`src/rtl/core/ipru_ram.sv`:
```
`timescale 1ns / 1ps
// ============================================================================
// ipru_ram
// Generic single-clock RAM, one write and one read port, registered read.
// ============================================================================
module ipru_ram #(
    parameter int WIDTH = 8,
    parameter int DEPTH = 16
) (
    input  logic                                     i_clk,
    input  logic                                     i_we,
    input  logic [((DEPTH > 1) ? $clog2(DEPTH) : 1)-1:0] i_waddr,
    input  logic [WIDTH-1:0]                         i_wdata,
    input  logic                                     i_re,
    input  logic [((DEPTH > 1) ? $clog2(DEPTH) : 1)-1:0] i_raddr,
    output logic [WIDTH-1:0]                         o_rdata
);

    logic [WIDTH-1:0] r_mem [DEPTH];

    always_ff @(posedge i_clk) begin
        if (i_we) begin
            r_mem[i_waddr] <= i_wdata;
        end
        if (i_re) begin
            o_rdata <= r_mem[i_raddr];
        end
    end

endmodule

```
`config.mk`:
```
export PLATFORM = sky130hd
export DESIGN_NAME = ipru_ram
export DESIGN_NICKNAME = d
export VERILOG_FILES = /design/src/rtl/core/ipru_ram.sv
export SDC_FILE = /design/constraint.sdc
export NUM_CORES = 1
export LEC_CHECK = 0
export ABC_AREA = 1
export BUFFER_PORTS_ARGS = -buffer_cell sky130_fd_sc_hd__buf_2
export CAP_MARGIN = 20
export CORE_MARGIN = 2
export CORE_UTILIZATION = 50
export CTS_CLUSTER_DIAMETER = 30
export DETAILED_ROUTE_END_ITERATION = 8
export PLACE_DENSITY = 0.67
export SLEW_MARGIN = 30
export SYNTH_ARGS = -nofsm -noshare
export SYNTH_HDL_FRONTEND = slang
export SYNTH_SLANG_ARGS = --single-unit
```
`constraint.sdc`:
```
create_clock -name i_clk -period 1.6 [get_ports i_clk]
set_input_delay 0.32 -clock i_clk [delete_from_list [all_inputs] [get_ports i_clk]]
set_output_delay 0.32 -clock i_clk [all_outputs]
set_load 0.02 [all_outputs]
```
==> results by stage, run 1 <==
Synthesis:
- The number of synthesized register bits is 136.
- The most frequent cell after synthesis is nand2_1.
- The synthesized netlist net count is 570.
- Yosys mapped a number of flops with a built-in enable equal to 136.
- The portion of synthesized cell area occupied by the leading cell type is roughly 70%.
- The synthesized netlist occupies a cell area of between 0.005 and 0.006 mm².
- Summed over all instances, the cell type with the most area after synthesis is edfxtp_1.
- The count of yosys warnings during synthesis is 0.
- Counting every instance in the synthesized netlist gives around 550.
- Counting instances in the post-synthesis netlist gives the leading cell types as nand2_1 (173), edfxtp_1 (136), inv_1 (100).
- The post-synthesis cell type count is 11.
- Of the synthesized area, sequential elements account for roughly 70%.
- Ranked by total cell area, the synthesized netlist is headed by edfxtp_1 (70%), nand2_1 (11%), nand3_1 (8.3%), inv_1 (6.4%), buf_6 (1.2%).
- Counting flops with an async set or reset pin after synthesis yields a share of 0%.
- Among all flip-flop cells after synthesis, the most frequent one is edfxtp_1.
- A synthesized cell averages between 10 and 15 µm².

Pwr:
- Summed over all cells, the static leakage comes to 2.938 nW.
- Summed over all nets, the switching power comes to roughly 0.0017 W.
- The sequential share of power is about half.
- Per report_power, the combinational group accounts for between 6 and 7% of the total.
- The worst ir drop on vdd is 734.2 µV.
- The part of the total power dissipated in the clock network is between 40% and 50%.
- The power per cell area is 1229 mW/mm².
- The fraction of power spent switching nets is a little over a fifth.
- The internal power consumption is about 0.0066 W.

Clocking:
- The number of clock buffers inserted by TritonCTS is 17.
- The number of buffers added for setup after CTS is 0.
- In this run the deepest clock path goes through 2 buffers.
- The root buffer cell chosen for the clock tree is clkbuf_16.
- Post-CTS repair changed the size of 0 cells.
- Clock latency on the worst-skew pair, taken at its later pin, is 420 ps.
- The number of levels in the clock H-tree is 4.
- The clock slew seen by the registers of the worst setup and hold paths is about 60 ps.
- The number of sinks handled by clock tree synthesis is 136.
- For this design, the CTS-stage hold fixing added 0 buffers.
- TritonCTS built the clock tree.

Critical path:
- Broken down by cell family, the worst path's largest delay share belongs to flip-flops.
- STA puts the critical path data required time at around 1300 ps.
- The critical register-to-register path endpoint is o_rdata[3]$_DFFE_PP_.
- The classification of the worst setup path is reg -> out.
- Measured in cells, the most critical reg-to-reg path has a length of 6.
- The maximum fanout encountered on the critical timing path is 1.
- The launch point of the worst reg-to-reg path is r_mem[5][3]$_DFFE_PP_.
- The critical path goes through buf_2.
- The category of the worst setup path launch point is a flop.
- For this run, the slowest stage of the critical path takes about 440 ps.
- The master of the slowest instance on the critical path is edfxtp_1.
- The count of buffering cells on the critical path with inverters included is 1.
- The worst setup path is captured at a primary output.
- The signal arrival time at the worst endpoint is 1050 ps.
- The worst register-to-register path has a setup slack of approximately 410 ps.

Min path:
- In this run the worst hold path is classified as in -> reg.
- The start point of the worst min-delay path is i_re.
- Counting instances, the worst hold path has a depth of 1.
- The worst hold path terminates at o_rdata[3]$_DFFE_PP_.

Floorplan:
- The standard cell core area is between 0.01 and 0.015 mm².
- The die is approximately 110 µm wide.
- The initial utilization of the core area, before any placement, comes to 51.21%.
- The overall die height is 112.1 µm.
- In this run the count of I/O pins placed on the die edge is 27.
- The die outline area is 0.01257 mm².
- The number of standard-cell rows in the floorplan is 39.

Placed design:
- Buffers placed on the I/O ports in this run total 26.
- The instance count after placement with tap cells included is roughly 720.
- Detailed placement finished with a half-perimeter wire length of just over 8 mm.
- The global placer's final weighted congestion is 0.9220.
- The worst slack after detailed placement is 29.68 ps.

Timing:
- Setup repair after global routing left no endpoint under its margin.
- Subtracting the final worst setup slack from the clock period gives approximately 1400 ps.
- At the pin with the least slew margin, the transition time is ~640 ps.
- The maximum clock skew at final layout is 10.92 ps.
- The final number of max-transition violations is 0.
- The fraction of the cycle the final worst path needs is between 80% and 90%.
- Setup slack on the critical path of the routed design comes to ~230 ps.
- Based on the critical path, the design can be clocked at up to 0.7294 GHz.
- The final-report hold violation count is 0.
- Headroom to the max-slew limit came out at between 50% and 60%.
- Setup violations remaining at the end of the flow were counted as 0.
- The total negative slack for setup checks is 0 ps.

Routing:
- The via count is 3,859.
- Using the TritonRoute via totals, the vias-per-cell ratio works out to a little over 5.
- The wire length reported by the detailed router is about 13 mm.
- Dividing the detail-routed wire length by the instance count gives 17.56 µm.
- In this run, the number of DRC markers left after iteration 0 of detailed routing was about 360.
- The length of the first detailed-routing pass in iterations is 5.
- In this run the remaining antenna-violating nets after routing total 0.
- The detailed-route DRC error count is 0.

GRT:
- The first-pass GRT wire length is 20.59 mm.
- The total global routing overflow is 0.
- Entering global routing, the biggest net connects 33 pins.
- The number of antenna violations at the first check in global routing was 0.
- The number of global-route vias before repair is between 3,000 and 4,000.
- Global routing used ~22% of the available tracks across all layers.

Flow run:
- The max capacitance violation total is 0.

Final layout:
- Once layout is complete, the cells apart from fillers number 754.
- The share of layout cells above drive strength 1 is between 10% and 20%.
- The diode insertion count for antenna repair is 0.
- The layout overhead on the synthesized area is 15.73%.
- After the last flow step, the layout net total stands at roughly 620.

Run status:
- The flow ran to the end, and the final reports show no timing, DRC or antenna violations.
-- layout by cell type, fill, tap and decap left out, drive strengths merged --
master,count
clkinv,7
nand3b,2
nor2,17
clkinvlp,2
nand2,173
clkbuf,20
buf,52
edfxtp,136
bufinv,3
inv,102
nand3,97
-- logic make-up (layout without fill, tap and decap cells) --
family | after synthesis | after routing | synth area share (%)
buffers and inverters | 126 | 186 | 9.394
DFF | 136 | 136 | 69.85
and+or+nand+nor | 289 | 289 | 20.76
-- through the flow --
stage | cell area, µm² | hold slack (ps) | total power (W) | util (%)
final | 6766 | 278.9 | 0.008313 | 59.26
after global routing | 6766 | 270.4 | 0.008567 | 59.26
after CTS | 6766 | 270.8 | 0.008351 | 59.26
after detailed placement | 6197 | 700.5 | 0.004622 | 54.27
after global placement | 6197 | 691.7 | 0.004609 | 54.27
after floorplan | 5847 | 418.9 | 0.004410 | -
-- power groups by stage --
| stage | Sequential [W] | Combinational, W | Clock, W |
|---|---|---|---|
| final | 0.00404 | 0.000508 | 0.00376 |
| after global placement | 0.00411 | 0.000498 | 0 |
| after detailed placement | 0.00411 | 0.000508 | 0 |
| after CTS | 0.00404 | 0.000511 | 0.00380 |
| after floorplan | 0.00413 | 0.000281 | 0 |
| after global routing | 0.00405 | 0.000566 | 0.00395 |
-- registers in the layout (all words and copies together), names as in the netlist --
register,flops
o_rdata,8
r_mem,128
-- layer usage --
layer	vias up	share of wire (%)	GRT usage, %
li1	1876	-	-
met5	-	0	0
met2	133	50	36.35
met4	0	1.8	6.585
met3	20	6.5	6.857
met1	1830	42	29.41
-- how the worst max path moves through the flow --
stage               cells past startpoint                 start  slack [ps]                      to
global placement                        8            i_raddr[0]          40    o_rdata[4]$_DFFE_PP_
detailed placement                      6            i_raddr[1]          30    o_rdata[3]$_DFFE_PP_
floorplan                               2            i_waddr[2]         330  r_mem[10][0]$_DFFE_PP_
finish                                  1  o_rdata[0]$_DFFE_PP_         230              o_rdata[0]
CTS                                     1  o_rdata[4]$_DFFE_PP_         250              o_rdata[4]
global route                            1  o_rdata[0]$_DFFE_PP_         210              o_rdata[0]
-- layout make-up --
| class | instances | area [µm²] |
|---|---|---|
| Fill cell | 989 | 4652 |
| Clock inverter | 12 | 132.6 |
| Sequential cell | 136 | 4084 |
| Multi-Input combinational cell | 289 | 1214 |
| Tap cell | 143 | 178.9 |
| Inverter | 102 | 382.9 |
| Clock buffer | 20 | 436.7 |
| Timing Repair Buffer | 52 | 337.8 |
(Power assumes the default switching activity.)
==> run 2, diff against run 1 <==
CTS_BUF_LIST = sky130_fd_sc_hd__clkbuf_8   (was unset)
==> results by stage, run 2 (synthesized netlist as in run 1, its figures left out) <==
Floorplan:
- For this design the top-level I/O count stands at 27.
- The starting density of the core is slightly above 50%.
- The standard cell core area is 0.01142 mm².
- The die boundary width is roughly 110 µm.
- The overall die height is approximately 110 µm.
- The die outline area is 0.01257 mm².
- The floorplan has 39 rows.

Critical path:
- In this run the worst path has a maximum fanout of 1.
- The family with the most delay on the worst path is flip-flops.
- STA puts the critical path data arrival time at approximately 1100 ps.
- The element type at the critical path end is a primary output.
- Traced cell by cell, the critical path runs through buf_2.
- The slack of the worst reg-to-reg path is 450 ps.
- The count of buffering cells on the critical path with inverters included is 1.
- The classification of the worst setup path is reg -> out.
- The master of the slowest instance on the critical path is edfxtp_1.
- For this run, the slowest stage of the critical path takes 440 ps.
- The required arrival time at the worst endpoint is 1280 ps.
- The worst setup path is launched from a flop.

Final layout:
- 0 antenna diodes ended up in the layout.
- The finished layout holds between 700 and 800 standard cells, fillers aside.
- The library cells used most frequently in the layout, excluding fill and tap cells, are nand2_1 (173), edfxtp_1 (136), inv_1 (103).
- The register with the most flip-flops in the layout has around 130 of them.
- The number of filler instances in the final layout is between 1,000 and 1,500.
- The leading cell type in the layout, fill and taps excluded is nand2_1.
- The net total in the final layout is just over 600.
- Of the cells placed in the final design, the portion with a size suffix greater than 1 is around 13%.
- The top register by number of flip-flops is r_mem.
- The layout overhead on the synthesized area is 12.45%.
- The finished cells cover about 0.0066 mm².
- The largest registers in the layout are r_mem (128), o_rdata (8).

Placed design:
- At the end of routability-driven placement, the weighted congestion stood at around 0.9.
- The post-detailed-placement half-perimeter wirelength is between 8 and 9 mm.
- The cell area after placement is 0.006197 mm².
- The instance count after placement with tap cells included is approximately 720.
- The number of I/O port buffers is 26.
- The worst slack after detailed placement is 29.68 ps.

Routing:
- The vias per cell is 5.080.
- The count of nets left with antenna violations once routing finished came out at 0.
- The average wire length per cell after detail routing is approximately 17 µm.
- The amount of wire on met3 after detailed routing is around 1.1 mm.
- Wire segments on met2 add up to 6.297 mm in the final route.
- The uppermost signal routing layer after detailed routing is met4.
- The routed layout has 3,830 vias.
- For this run, design rule violations remaining after detail routing come to 0.
- For this run, the detailed router's first-pass iteration total came to 5.
- The detailed router put a total of 5.270 mm of wire on met1.
- After the first detailed-routing iteration, the DRC count stood at roughly 340.
- The wire length reported by the detailed router is 12.94 mm.

Pwr:
- The total power after layout is about 0.0072 W.
- The worst ir drop on vdd is between 500 and 600 µV.
- The power per cell area is 1102 mW/mm².
- The analysis attributes to cell leakage a power of ~2.9 nW.

Run status:
- The run finished with clean final reports.

Timing:
- The final-report hold violation count is 0.
- After layout, the minimum clock period comes to about 1400 ps.
- For the pin with the worst max-slew slack, the measured transition is 611.5 ps.
- The final-report setup violation count is 0.
- Setup total negative slack on the finished layout was measured at 0 ps.
- Setup repair after global routing left no endpoint under its margin.
- The final number of max-transition violations is 0.
- The fraction of the cycle the final worst path needs is ~87%.
- Clock skew on the completed layout was measured at about 14 ps.
- The relative slew slack is between 50 and 60%.
- The final worst setup slack is 214.9 ps.
- Based on the critical path, the design can be clocked at up to 0.7220 GHz.

GRT:
- Global routing used ~22% of the available tracks.
- The first-pass GRT wire length is 20.40 mm.
- The largest net degree at the start of global routing is 33.
- The number of antenna violations at the first check in global routing is 0.
- The number of global-route vias before repair is approximately 3,800.
- Summed over all layers, the global routing overflow is 0.

Clocking:
- In this run, CTS created clock tree buffers numbering 17.
- In this run the clock root is driven by a clkbuf_8.
- Hold repair after CTS inserted 0 buffers.
- At the later pin of the worst-skew pair, clock insertion delay measures 450 ps.
- In this run the deepest clock path goes through 2 buffers.
- The post-cts resize count is 0.
- The number of sinks handled by clock tree synthesis is roughly 140.
- CTS built an H-tree with a depth of 4.
- The number of buffers added for setup after CTS is 0.
- The clock slew seen by the registers of the worst setup and hold paths is ~80 ps.
- The clock tree from TritonCTS is done.

Flow run:
- Max-cap violations in this run came to 0.

Min path:
- In this run the worst hold path is classified as in -> reg.
==> run 2: stage by stage <==
stage / hold slack, ps / util (%)
2_1_floorplan: 418.9 / -
3_3_place_gp: 691.7 / 54.27
3_5_place_dp: 700.5 / 54.27
4_1_cts: 231.2 / 57.58
5_1_grt: 232.1 / 57.58
6_report: 251.6 / 57.58
==> run 2: final cells by class <==
| class | instances | area (µm²) | share of cell area [%] |
|---|---|---|---|
| well taps | 143 | 178.9 | 2.721 |
| flip-flops and latches | 136 | 4084 | 62.11 |
| clock inverters | 15 | 143.9 | 2.188 |
| clock buffers | 17 | 234.0 | 3.559 |
| inverters | 102 | 382.9 | 5.823 |
| repair buffers | 52 | 337.8 | 5.138 |
| multi-input cells | 289 | 1214 | 18.46 |
==> run 2: power breakdown <==
part / switching, W / internal (W)
sequential: 0.0000254 / 0.00401
combinational: 0.000356 / 0.000147
clock: 0.00122 / 0.00148
==> run 2: routing by layer <==
metal,up-vias,track usage [%]
met4,0,8.537
li1,1874,-
met5,-,0
met2,132,34.82
met3,25,5.238
met1,1799,30.04
==> run 2: path summary, 6_finish.rpt <==
| kind | from | end | cells past startpoint |
|---|---|---|---|
| hold reg to reg | r_mem[11][6]$_DFFE_PP_ | o_rdata[6]$_DFFE_PP_ | 6 |
| setup reg to reg | r_mem[9][4]$_DFFE_PP_ | o_rdata[4]$_DFFE_PP_ | 6 |
| hold / removal | i_re | o_rdata[3]$_DFFE_PP_ | 1 |
| setup / recovery | o_rdata[0]$_DFFE_PP_ | o_rdata[0] | 1 |
==> run 3, diff against run 2 <==
PLACE_DENSITY = unset   (was 0.67)
PLACE_DENSITY_LB_ADDON = 0.2   (was unset)
==> results by stage, run 3 (synthesized netlist as in run 1, its figures left out) <==
Clocking:
- Counting every sink on the clock net gives roughly 140.
- The post-cts hold buffer count is 0.
- CTS built an H-tree with a depth of 4.
- The number of clock buffers inserted by TritonCTS is 17.
- At the later pin of the worst-skew pair, clock insertion delay measures between 400 and 500 ps.
- Once the clock tree was built, the setup fixing pass inserted 0 buffers.
- Counting along the longest clock path gives a buffer depth of 2.
- The clock tree from TritonCTS is done.
- The clock slew seen by the registers of the worst setup and hold paths is roughly 80 ps.
- Post-CTS repair changed the size of 0 cells.
- The clock root buffer master is clkbuf_8.

Min path:
- The worst hold path begins at i_re.
- The worst hold path endpoint is o_rdata[3]$_DFFE_PP_.
- In this run the worst hold path is classified as in -> reg.
- The worst hold path cell count is 1.

Critical path:
- The master of the slowest instance on the critical path is edfxtp_1.
- The count of buffering cells on the critical path with inverters included is 1.
- In this run the worst path has a maximum fanout of 1.
- The slack of the worst reg-to-reg path is between 400 and 500 ps.
- The signal arrival time at the worst endpoint is 1060 ps.
- The startpoint identified for the worst register-to-register timing path is r_mem[1][5]$_DFFE_PP_.
- STA classifies the critical path startpoint as a flop.
- At the worst endpoint, the required time is about 1300 ps.
- The critical path goes through buf_2.
- The element type at the critical path end is a primary output.
- On the critical path the largest part of the delay comes from flip-flops.
- The highest cell delay on the worst timing path is 430 ps.
- The critical register-to-register path endpoint is o_rdata[5]$_DFFE_PP_.
- The worst register-to-register path has a depth of 6.
- The critical path is of the reg -> out type.

Routing:
- In this run the remaining antenna-violating nets after routing total 0.
- In the final routed layout, each cell accounts on average for 17.46 µm.
- Before antenna repair, the detailed router went through 5 iterations.
- The starting DRC count in detailed routing is 289.
- The vias per cell is between 5 and 6.
- After detailed routing, the number of remaining DRC violations is 0.
- The via count is 3,866.
- After detailed routing, the total wire length is between 10 and 15 mm.

Final layout:
- The library cell used most frequently in the layout, excluding fill and tap cells, is nand2_1.
- The number of flip-flops under the largest register name is ~130.
- More flip-flops sit in one register than any other, and that register is r_mem.
- In the final layout, the multi-input gates occupy about 0.0012 mm².
- Fill cells in the final layout number just under 1,000.
- Registers take 0.004084 mm².
- The largest registers in the layout are r_mem (128), o_rdata (8).
- The layout overhead on the synthesized area is 12.88%.
- The share of the core filled with cells in the final layout is between 50% and 60%.
- The library cells used most frequently in the layout, excluding fill and tap cells, are nand2_1 (173), edfxtp_1 (136), inv_1 (100).
- In the final design database the tool counted just over 600 nets.
- After routing the design area is about 0.0066 mm².
- The diode insertion count for antenna repair is 0.
- Cells with a size suffix above 1 make up 13.32% of the layout.

Placed design:
- At the end of routability-driven placement, the weighted congestion stood at ~0.87.
- The number of I/O port buffers is 26.
- The post-detailed-placement half-perimeter wirelength is 8.315 mm.
- The cell area after placement is between 0.006 and 0.007 mm².
- At the placement stage, the worst setup path has a slack of between 30 and 40 ps.

Floorplan:
- The die covers roughly 0.013 mm².
- The number of standard-cell rows in the floorplan is 39.
- The core region is between 0.01 and 0.015 mm².
- The starting density of the core is 51.21%.
- In this run the horizontal extent of the chip is ~110 µm.
- The number of placed I/O pins is 27.
- The overall die height is 112.1 µm.

Pwr:
- The total leakage power is ~2.9 nW.
- For this design the ratio of total power to cell area is 1111 mW/mm².
- Across the VDD grid, the largest voltage drop is 575.3 µV.
- Overall power consumption after layout is estimated at approximately 0.0073 W.

Timing:
- The maximum operating frequency is 0.7235 GHz.
- The total negative slack for setup checks is 0 ps.
- Setup repair after global routing left no endpoint under its margin.
- The maximum clock skew at final layout is slightly above 10 ps.
- The final-report hold violation count was 0.
- In the post-route analysis, the smallest setup slack over all paths is 217.8 ps.
- The minimum clock period is 1382 ps.
- The final number of max-transition violations is 0.
- The relative slew slack is 60.34%.
- The final-report setup violation count is 0.
- The fraction of the cycle the final worst path needs is 86.38%.
- At the pin with the least slew margin, the transition time is a little under 600 ps.

GRT:
- The global-route usage over all layers is between 20% and 30%.
- The first global-routing pass estimated around 21 mm of wire.
- The number of global-route vias before repair came to around 3,800.
- The number of antenna violations at the first check in global routing is 0.
- The largest net degree at the start of global routing is 34.
- Global routing finished with a remaining overflow of 0.

Flow run:
- The max capacitance violation total is 0.

Run status:
- The flow ran to the end, and the final reports show no timing, DRC or antenna violations.
## run 3: cell types whose count changed in the layout (fill, tap and decap cells not counted)
cell / change
clkinv_1: -4
buf_4: -4
clkinv_4: +1
inv_1: -3
clkinv_2: +2
buf_12: +2
clkinvlp_4: +3
## run 3: worst max path at each step
stage	start	end	slack, ps	cells after the start
3_3_place_gp	i_raddr[1]	o_rdata[1]$_DFFE_PP_	80	6
4_1_cts	o_rdata[5]$_DFFE_PP_	o_rdata[5]	180	1
6_report	o_rdata[4]$_DFFE_PP_	o_rdata[4]	220	1
5_1_grt	o_rdata[5]$_DFFE_PP_	o_rdata[5]	180	1
2_1_floorplan	i_waddr[2]	r_mem[10][0]$_DFFE_PP_	330	2
3_5_place_dp	i_raddr[1]	o_rdata[5]$_DFFE_PP_	30	6
## run 3: area by class of cell
class	instances	share of cell area (%)
Clock inverter	14	2.408
Tap cell	143	2.711
Clock buffer	17	3.545
Timing Repair Buffer	50	5.270
Sequential cell	136	61.88
Inverter	102	5.801
Multi-Input combinational cell	289	18.39
## run 3: worst reg2reg max path, stage by stage, from the launching register on
cell	delay (ps)
edfxtp_1	370
inv_1	60
nand2_1	50
nand3_1	100
nand3_1	120
nand3_1	150
nand2_1	70
## run 3: layer usage
metal / GRT usage, % / up-vias / share of wire (%)
met3: 5.400 / 11 / 5.6
met2: 35.06 / 136 / 47
met4: 7.317 / 0 / 1.3
met5: 0 / - / 0
li1: - / 1867 / -
met1: 31.53 / 1852 / 46
## run 3: report_power, final
group | switching, W | internal (W)
sequential | 0.0000262 | 0.00401
combinational | 0.000358 | 0.000150
clock | 0.00128 | 0.00151
## run 3: stage by stage
| stage | hold WS, ps | std cells |
|---|---|---|
| finish | 262.2 | 751 |
| global route | 236.2 | 751 |
| CTS | 241.0 | 751 |
| detailed placement | 709.7 | 720 |
| global placement | 712.3 | 720 |
| floorplan | 418.9 | 551 |
